`config.mk`:
```
export PLATFORM = sky130hd
export DESIGN_NAME = ipv4_fragment_tracker_top_flat
export DESIGN_NICKNAME = d
export VERILOG_FILES = /design/src/rtl/ift_pkg.sv /design/src/rtl/ift_req_if.sv /design/src/rtl/ipv4_fragment_tracker_top.sv /design/src/rtl/ift_table.sv /design/src/flat_wrapper.sv
export SDC_FILE = /design/constraint.sdc
export NUM_CORES = 2
export LEC_CHECK = 0
export BUFFER_PORTS_ARGS = -buffer_cell sky130_fd_sc_hd__buf_4
export CAP_MARGIN = 20
export CORE_ASPECT_RATIO = 0.8
export CORE_MARGIN = 2
export CORE_UTILIZATION = 60
export CTS_CLUSTER_DIAMETER = 30
export CTS_CLUSTER_SIZE = 12
export DETAILED_ROUTE_END_ITERATION = 10
export PLACE_DENSITY = 0.77
export SLEW_MARGIN = 20
export SYNTH_ARGS = -nofsm -noshare
export SYNTH_HDL_FRONTEND = slang
export SYNTH_SLANG_ARGS = --single-unit
```
`constraint.sdc`:
```
create_clock -name clock -period 18.05 [get_ports clock]
set_clock_uncertainty 0.2 [all_clocks]
set_input_delay 1.805 -clock clock [delete_from_list [all_inputs] [get_ports clock]]
set_output_delay 1.805 -clock clock [all_outputs]
set_load 0.05 [all_outputs]
```
`src/rtl/ift_pkg.sv`:
```
package ift_pkg;

   localparam int TABLE_ENTRIES = 16;
   localparam int IDX_W = (TABLE_ENTRIES > 1) ? $clog2(TABLE_ENTRIES) : 1;
   localparam int LEN_W = 17;
   localparam int SLOT_W = 4;
   localparam logic [3:0] IPV4_VERSION = 4'd4;
   localparam logic [15:0] MAX_TOTAL_LEN_RESET = 16'd20480;
   localparam logic [LEN_W-1:0] LEN_MAX = {LEN_W{1'b1}};

   typedef enum logic [2:0] {
      ST_PASS        = 3'd0,
      ST_OPENED      = 3'd1,
      ST_APPENDED    = 3'd2,
      ST_COMPLETE    = 3'd3,
      ST_TOO_LONG    = 3'd4,
      ST_UNSUPPORTED = 3'd5,
      ST_FULL        = 3'd6
   } status_type;

   typedef struct packed {
      logic [3:0]  ip_version;
      logic [31:0] src_addr;
      logic [31:0] dst_addr;
      logic [15:0] frag_ident;
      logic        more_fragments;
      logic [12:0] frag_offset;
      logic [15:0] frag_len;
   } req_type;

   typedef struct packed {
      status_type        status;
      logic [LEN_W-1:0]  total_len;
      logic [SLOT_W-1:0] slot;
   } rsp_type;

   // low SLOT_W bits of an entry index, zero filled for small tables
   function automatic logic [SLOT_W-1:0] to_slot(input logic [IDX_W-1:0] idx);
      logic [SLOT_W-1:0] s;
      s = '0;
      for (int b = 0; b < SLOT_W; b++) begin
         if (b < IDX_W) begin
            s[b] = idx[b];
         end
      end
      return s;
   endfunction

endpackage

```
`src/rtl/ift_req_if.sv`:
```
interface ift_req_if;
   logic        valid;
   logic        ready;
   logic [3:0]  ip_version;
   logic [31:0] src_addr;
   logic [31:0] dst_addr;
   logic [15:0] frag_ident;
   logic        more_fragments;
   logic [12:0] frag_offset;
   logic [15:0] frag_len;

   modport source (output valid, ip_version, src_addr, dst_addr, frag_ident,
                   more_fragments, frag_offset, frag_len, input ready);
   modport sink (input valid, ip_version, src_addr, dst_addr, frag_ident,
                 more_fragments, frag_offset, frag_len, output ready);
endinterface

interface ift_rsp_if;
   logic                       valid;
   logic                       ready;
   logic [2:0]                 status;
   logic [ift_pkg::LEN_W-1:0]  total_len;
   logic [ift_pkg::SLOT_W-1:0] slot;

   modport source (output valid, status, total_len, slot, input ready);
   modport sink (input valid, status, total_len, slot, output ready);
endinterface

```
`src/rtl/ipv4_fragment_tracker_top.sv`:
```
// IPv4 fragment tracker.
// req_in carries one parsed fragment descriptor per item; rsp_out returns one
// result item (status, total_len, slot) for every accepted request item.
// csr_wr_en/csr_wr_data write max_total_len; write it only while idle.
// Datapath: request register -> table lookup/update -> result register.
// An accepted request item moves from the request register into the result
// register when that is empty or being drained. Throughput: one item per
// cycle when not stalled. The table lookup is a parallel key compare
// over all entries with lowest-index priority, and the table is updated at the
// same edge that loads the result register, so the next item sees it at once.
// Reset: all table entries are marked free, both registers empty and
// max_total_len returns to 20480. No clearing pass is needed.
// Stall: when rsp_out.ready is low the result register holds; the request
// register still takes one more item, then req_in.ready drops until the
// result moves on.
module ipv4_fragment_tracker_top (
   input  logic       clock,
   input  logic       reset,
   ift_req_if.sink    req_in,
   ift_rsp_if.source  rsp_out,
   input  logic       csr_wr_en,
   input  logic [15:0] csr_wr_data
);

   logic             in_valid_ff;
   ift_pkg::req_type in_data_ff;
   logic             out_valid_ff;
   ift_pkg::rsp_type out_data_ff;
   logic [15:0]      max_len_ff;
   logic             advance;
   ift_pkg::rsp_type tbl_result;
   ift_pkg::req_type req_item;

   // pending item moves on when the result slot is empty or being drained
   assign advance      = in_valid_ff && (!out_valid_ff || rsp_out.ready);
   assign req_in.ready = !in_valid_ff || advance;

   always_comb begin
      req_item.ip_version     = req_in.ip_version;
      req_item.src_addr       = req_in.src_addr;
      req_item.dst_addr       = req_in.dst_addr;
      req_item.frag_ident     = req_in.frag_ident;
      req_item.more_fragments = req_in.more_fragments;
      req_item.frag_offset    = req_in.frag_offset;
      req_item.frag_len       = req_in.frag_len;
   end

   always_ff @(posedge clock) begin
      if (reset) begin
         max_len_ff <= ift_pkg::MAX_TOTAL_LEN_RESET;
      end else if (csr_wr_en) begin
         max_len_ff <= csr_wr_data;
      end
   end

   // request register
   always_ff @(posedge clock) begin
      if (reset) begin
         in_valid_ff <= 1'b0;
      end else if (req_in.ready) begin
         in_valid_ff <= req_in.valid;
      end
   end

   always_ff @(posedge clock) begin
      if (req_in.valid && req_in.ready) begin
         in_data_ff <= req_item;
      end
   end

   ift_table u_table (
      .clock         (clock),
      .reset         (reset),
      .upd_en        (advance),
      .item          (in_data_ff),
      .max_total_len (max_len_ff),
      .result        (tbl_result)
   );

   // result register
   always_ff @(posedge clock) begin
      if (reset) begin
         out_valid_ff <= 1'b0;
      end else if (advance) begin
         out_valid_ff <= 1'b1;
      end else if (rsp_out.ready) begin
         out_valid_ff <= 1'b0;
      end
   end

   always_ff @(posedge clock) begin
      if (advance) begin
         out_data_ff <= tbl_result;
      end
   end

   assign rsp_out.valid     = out_valid_ff;
   assign rsp_out.status    = out_data_ff.status;
   assign rsp_out.total_len = out_data_ff.total_len;
   assign rsp_out.slot      = out_data_ff.slot;

endmodule

```
`src/rtl/ift_table.sv`:
```
module ift_table (
   input  logic             clock,
   input  logic             reset,
   input  logic             upd_en,
   input  ift_pkg::req_type item,
   input  logic [15:0]      max_total_len,
   output ift_pkg::rsp_type result
);

   localparam int N = ift_pkg::TABLE_ENTRIES;
   localparam int IW = ift_pkg::IDX_W;
   localparam int LW = ift_pkg::LEN_W;

   logic [N-1:0]  valid_ff;
   logic [N-1:0]  valid_in;
   logic [31:0]   src_ff   [N];
   logic [31:0]   dst_ff   [N];
   logic [15:0]   ident_ff [N];
   logic [LW-1:0] len_ff   [N];

   logic [N-1:0]  match;
   logic          hit;
   logic [IW-1:0] hit_idx;
   logic          has_free;
   logic [IW-1:0] free_idx;
   logic [LW:0]   sum_wide;
   logic [LW-1:0] sum;
   logic          open_en;
   logic          add_en;
   logic          free_en;

   // parallel key compare, lowest index wins
   always_comb begin
      hit      = 1'b0;
      hit_idx  = '0;
      has_free = 1'b0;
      free_idx = '0;
      for (int i = N - 1; i >= 0; i--) begin
         match[i] = valid_ff[i] && src_ff[i] == item.src_addr &&
                    dst_ff[i] == item.dst_addr && ident_ff[i] == item.frag_ident;
         if (match[i]) begin
            hit     = 1'b1;
            hit_idx = IW'(i);
         end
         if (!valid_ff[i]) begin
            has_free = 1'b1;
            free_idx = IW'(i);
         end
      end
   end

   always_comb begin
      sum_wide = {1'b0, len_ff[hit_idx]} + (LW + 1)'(item.frag_len);
      sum      = sum_wide[LW] ? ift_pkg::LEN_MAX : sum_wide[LW-1:0];
   end

   always_comb begin
      open_en  = 1'b0;
      add_en   = 1'b0;
      free_en  = 1'b0;
      result.status    = ift_pkg::ST_PASS;
      result.total_len = '0;
      result.slot      = '0;
      if (item.ip_version != ift_pkg::IPV4_VERSION) begin
         result.status = ift_pkg::ST_UNSUPPORTED;
      end else if (!item.more_fragments && item.frag_offset == '0) begin
         result.status    = ift_pkg::ST_PASS;
         result.total_len = LW'(item.frag_len);
      end else if (!hit) begin
         if (has_free) begin
            open_en          = 1'b1;
            result.status    = ift_pkg::ST_OPENED;
            result.total_len = LW'(item.frag_len);
            result.slot      = ift_pkg::to_slot(free_idx);
         end else begin
            result.status = ift_pkg::ST_FULL;
         end
      end else begin
         add_en           = 1'b1;
         result.total_len = sum;
         result.slot      = ift_pkg::to_slot(hit_idx);
         if (item.more_fragments) begin
            result.status = ift_pkg::ST_APPENDED;
         end else begin
            free_en = 1'b1;
            // oversize entries are freed too
            result.status = (sum > LW'(max_total_len)) ? ift_pkg::ST_TOO_LONG
                                                        : ift_pkg::ST_COMPLETE;
         end
      end
   end

   always_comb begin
      valid_in = valid_ff;
      if (upd_en && open_en) begin
         valid_in[free_idx] = 1'b1;
      end
      if (upd_en && free_en) begin
         valid_in[hit_idx] = 1'b0;
      end
   end

   always_ff @(posedge clock) begin
      if (reset) begin
         valid_ff <= '0;
      end else begin
         valid_ff <= valid_in;
      end
   end

   always_ff @(posedge clock) begin
      if (upd_en && open_en) begin
         src_ff[free_idx]   <= item.src_addr;
         dst_ff[free_idx]   <= item.dst_addr;
         ident_ff[free_idx] <= item.frag_ident;
         len_ff[free_idx]   <= LW'(item.frag_len);
      end
      if (upd_en && add_en) begin
         len_ff[hit_idx] <= sum;
      end
   end

endmodule
```
`src/flat_wrapper.sv`:
```
// flat-port wrapper written by rule: the top's interface ports become plain ports
module ipv4_fragment_tracker_top_flat 
  (clock, reset, csr_wr_en, csr_wr_data, req_in_valid, req_in_ip_version, req_in_src_addr, req_in_dst_addr, req_in_frag_ident, req_in_more_fragments, req_in_frag_offset, req_in_frag_len, req_in_ready, rsp_out_valid, rsp_out_status, rsp_out_total_len, rsp_out_slot, rsp_out_ready);
  ift_req_if req_in_i ();
  ift_rsp_if rsp_out_i ();
  input  logic clock;
  input  logic reset;
  input  logic csr_wr_en;
  input  logic [15:0] csr_wr_data;
  input wire logic [$bits(req_in_i.valid)-1:0] req_in_valid;
  input wire logic [$bits(req_in_i.ip_version)-1:0] req_in_ip_version;
  input wire logic [$bits(req_in_i.src_addr)-1:0] req_in_src_addr;
  input wire logic [$bits(req_in_i.dst_addr)-1:0] req_in_dst_addr;
  input wire logic [$bits(req_in_i.frag_ident)-1:0] req_in_frag_ident;
  input wire logic [$bits(req_in_i.more_fragments)-1:0] req_in_more_fragments;
  input wire logic [$bits(req_in_i.frag_offset)-1:0] req_in_frag_offset;
  input wire logic [$bits(req_in_i.frag_len)-1:0] req_in_frag_len;
  output wire logic [$bits(req_in_i.ready)-1:0] req_in_ready;
  output wire logic [$bits(rsp_out_i.valid)-1:0] rsp_out_valid;
  output wire logic [$bits(rsp_out_i.status)-1:0] rsp_out_status;
  output wire logic [$bits(rsp_out_i.total_len)-1:0] rsp_out_total_len;
  output wire logic [$bits(rsp_out_i.slot)-1:0] rsp_out_slot;
  input wire logic [$bits(rsp_out_i.ready)-1:0] rsp_out_ready;
  assign req_in_i.valid = req_in_valid;
  assign req_in_i.ip_version = req_in_ip_version;
  assign req_in_i.src_addr = req_in_src_addr;
  assign req_in_i.dst_addr = req_in_dst_addr;
  assign req_in_i.frag_ident = req_in_frag_ident;
  assign req_in_i.more_fragments = req_in_more_fragments;
  assign req_in_i.frag_offset = req_in_frag_offset;
  assign req_in_i.frag_len = req_in_frag_len;
  assign req_in_ready = req_in_i.ready;
  assign rsp_out_valid = rsp_out_i.valid;
  assign rsp_out_status = rsp_out_i.status;
  assign rsp_out_total_len = rsp_out_i.total_len;
  assign rsp_out_slot = rsp_out_i.slot;
  assign rsp_out_i.ready = rsp_out_ready;
  ipv4_fragment_tracker_top u_core (.clock(clock), .reset(reset), .req_in(req_in_i), .rsp_out(rsp_out_i), .csr_wr_en(csr_wr_en), .csr_wr_data(csr_wr_data));
endmodule
```
==> summary.md <==
| Metric | Value |
|---|---|
| Result of the run | finished clean |
| EDFF count, synth | 1690 |
| Signed area change from the synthesized netlist to the final layout | 19.7% |
| DP Wirelength | 187000 um |
| Worst vdd ir | between 100 and 150 uV |
| Boundary pin count | 161 |
| Count of placed standard cells including taps | 7913 |
| Share of the synthesized area in the top cell type | 63.9% |
| Worst hold margin | 295 ps |
| Final-stage net count | approximately 6700 |
| Final std cells w/o fill | 8502 |
| Power per Cell Area | 118 nW/um2 |
| Relative slew slack | 17.1% |
| Final worst path period need | 11970 ps |
| Residual antenna-violating net count after detailed routing | 0 |
| Final setup violation count | 0 |
| Post-Layout Inst Area | 95000 um2 |
| Part of the power in combinational logic | 5.8% |
| Internal power of the cells | ~8.6 mW |
| Placement Rows | 119 |
| Fin. Hold Viols | 0 |
| Share of power burned in the clock network | 54.6% |
| Post-layout util | 72.2% |
| Warning count from the yosys run | 0 |
| Class of the most critical setup path | reg2reg |
| Mean cell area of the mapped netlist | 13.2 um2 |
| Buffer count from post-CTS setup fixing | 0 |
| Slowest stage cell, crit path | sky130_fd_sc_hd__nor4_1 |
| Category of the worst setup path launch point | register |
| Area of the mapped netlist | roughly 80000 um2 |
| Clock tree from TritonCTS | built |
| Crit path DAT | 12380 ps |
| Inserted Clock Buffers | 326 |
| Worst Reg-to-Reg Cells | 41 |
| Data required time at the worst endpoint | about 18000 ps |
| Fill cells | 8577 |
| Total cell area at the placement stage | 83800 um2 |
| Syn nets | just over 6000 |
| Number of buffers inserted for hold repair after clock tree synthesis | 0 |
| Total overflow reported by the global router | 0 |
| Share of synthesized flip-flops with an asynchronous set or reset | 0% |
| Gate count of the mapped netlist | between 6000 and 7000 |
| DRT Pass-1 Iters | 6 |
| Max-slew violation count | 0 |
| Floorplan die height | 329 um |
| Number of cells on the critical path | 41 |
| Switching power of the nets | 2.63 mW |
| Clk pin slew, worst setup/hold paths | 50 ps |
| Clock latency on the worst-skew pair | about 940 ps |
| Num Clock Sinks | 1724 |
| Remaining routing DRC violations | 0 |
| Fraction of final layout cells sized beyond drive strength 1 | 15.9% |
| Routed via count divided by cell count | 6.85 |
| Die Wd | 411 um |
| Most frequent cells after synthesis | sky130_fd_sc_hd__edfxtp_1, sky130_fd_sc_hd__nand2b_1, sky130_fd_sc_hd__xnor2_1 |
| Number of maximum-capacitance violations | 0 |
| Routed wire per std cell | 34.1 um |
| Largest delay share family, worst path | compound AO/OA/AOI/OAI gates |
| Proportion of synthesized chip area in sequential cells | 64.8% |
| Worst path bufs/invs | 4 |
| Vias after detailed routing | about 58000 |
| Top FF cell, synth | sky130_fd_sc_hd__edfxtp_1 |
| Cells on Worst Hold Path | 2 |
| Number of buffers between clock root and the deepest sink | 4 |
| Sequential group share of total power | a little under 40% |
| Wire length of the first global-routing pass | 403000 um |
| Root buffer cell | sky130_fd_sc_hd__clkbuf_16 |
| Starting density of the core | 60.4% |
| Switching share of total power | 23.4% |
| Element type at the critical path end | register |
| Cell types with the largest area share after synthesis | sky130_fd_sc_hd__edfxtp_1, sky130_fd_sc_hd__xnor2_1, sky130_fd_sc_hd__nand2b_1 |
| Maximum clock frequency | 83.5 MHz |
| Number of global-route vias before repair | 55000 |
| Count of buffers from port buffering | 160 |
| Share of the clock period used by the worst path after layout | 66.3% |
| Core Box Area | 131000 um2 |
| Die ar. | about 140000 um2 |
| Dominant cell by count in the synthesized netlist | sky130_fd_sc_hd__edfxtp_1 |
| Number of antenna violations at the first check in global routing | 13 |
| Worst Tran Pin Value | 1230 ps |
| Setup repair after global routing missed its margin | no |
| Worst hold-check path type | reg2reg |
| Final Power | 11.2 mW |
| Final weighted congestion of routability-driven global placement | 1.02 |
| Largest net degree at the start of global routing | 82 |
| Leakage Power | 31.2 nW |
| H-tree lvl count | 5 |
| Unique masters post-synth | 80 |
| Worst setup timing slack at the placement stage | 6510 ps |
| Number of design-rule violations left by the first detailed-router iteration | 9861 |
| Aggregate routed wire length | 290000 um |
| Critical-path maximum fanout | 53 |
| PostCTS Resize Cnt | 0 |
| TNS Setup | 0 ps |
| Setup ws final | 6080 ps |
| Critical Path Max Stage Delay | between 800 and 900 ps |
| GRT Overall Usage | 42.5% |
| Dominant cell type by area after synthesis | sky130_fd_sc_hd__edfxtp_1 |
| Seq cells post-synth | 1724 |
[layout make-up]
cell class                      instances  area, um2  share of cell area, %
Sequential cell                      1724      51400                   54.1
Multi-Input combinational cell       3911      26800                   28.2
Clock buffer                          360       8500                   8.95
Timing Repair Buffer                  383       3050                   3.21
Clock inverter                        216       2480                   2.61
Tap cell                             1754       2190                   2.31
Inverter                              145        544                  0.573
Antenna cell                            9       22.5                 0.0237
[sequential cells by signal, indices dropped and copies added, names as in the netlist]
register and count:
u_core.rsp_out.status 3, u_core.u_table.valid_ff 16, u_core.rsp_out.slot 4, u_core.u_table.src_ff 512, u_core.rsp_out.total_len 17, u_core.u_table.dst_ff 512, u_core.in_data_ff 114, u_core.u_table.ident_ff 256
u_core.u_table.len_ff 272, u_core.in_valid_ff 1, u_core.max_len_ff 16, u_core.rsp_out.valid 1
[worst reg2reg max path: cells and delay by family, from the launching register on]
family	cells	cell delay (ps)
AOI/OAI and AO/OA	24	5150
muxes	1	480
DFF	1	320
adders and majority gates	2	580
buffers and inverters	4	2610
and+or+nand+nor	10	2350
[worst paths after layout]
kind | start | to | slack (ps)
setup / recovery | u_core.in_data_ff[51] | u_core.rsp_out.status[2] | 6080
setup reg to reg | u_core.in_data_ff[51] | u_core.rsp_out.status[2] | 6080
hold / removal | u_core.max_len_ff[11] | u_core.max_len_ff[11] | 300
hold reg to reg | u_core.max_len_ff[11] | u_core.max_len_ff[11] | 300
[placed cells by master, fill, tap and decap left out, types with 34 or more instances in the layout]
cell type	synthesis	final
sky130_fd_sc_hd__nand2b_1	716	716
sky130_fd_sc_hd__inv_1	142	142
sky130_fd_sc_hd__o22ai_1	38	37
sky130_fd_sc_hd__o21ai_0	85	83
sky130_fd_sc_hd__bufinv_16	0	40
sky130_fd_sc_hd__nand3_1	143	143
sky130_fd_sc_hd__nand2_1	182	182
sky130_fd_sc_hd__xor2_1	201	201
sky130_fd_sc_hd__nand4_1	512	512
sky130_fd_sc_hd__mux2_2	77	77
sky130_fd_sc_hd__nor2b_1	161	160
sky130_fd_sc_hd__buf_4	2	370
sky130_fd_sc_hd__nor3_1	103	102
sky130_fd_sc_hd__nor2_1	254	222
sky130_fd_sc_hd__o2111ai_1	74	74
sky130_fd_sc_hd__dfxtp_1	34	34
sky130_fd_sc_hd__edfxtp_1	1690	1690
sky130_fd_sc_hd__nor4_1	245	242
sky130_fd_sc_hd__a21oi_1	103	102
sky130_fd_sc_hd__clkinv_2	0	34
sky130_fd_sc_hd__xnor2_1	626	626
sky130_fd_sc_hd__inv_6	0	42
sky130_fd_sc_hd__clkbuf_16	0	335
sky130_fd_sc_hd__mux2i_1	72	72
[power by group through the flow]
stage	clock network, mW	registers, mW	logic (mW)
after floorplan	0	4.55	0.291
after global routing	6.32	4.44	0.665
after detailed placement	0	4.52	0.620
final	6.13	4.44	0.655
after CTS	6.13	4.44	0.624
after global placement	0	4.52	0.617
[routing by layer]
metal / up-vias / global-route usage [%] / routed length [um]
met5: - / 0 / 52
met4: 6 / 23.5 / 18500
met3: 950 / 12.8 / 43700
met2: 5078 / 59.2 / 119000
met1: 28400 / 59.9 / 109000
li1: 23700 / - / -
[cells by family (layout without fill, tap and decap cells)]
group           after synthesis  after routing  synth area share, %
fa+ha+maj                    33             33                0.530
xor+xnor                    828            828                 9.15
buf+inv                     366           1104                 1.85
compound gates              442            442                 3.70
flops                      1724           1724                 64.8
mux                         149            149                 2.00
other cells                   0              9                    0
simple gates               2459           2459                 18.0
Power figures use the tool's default switching activity.
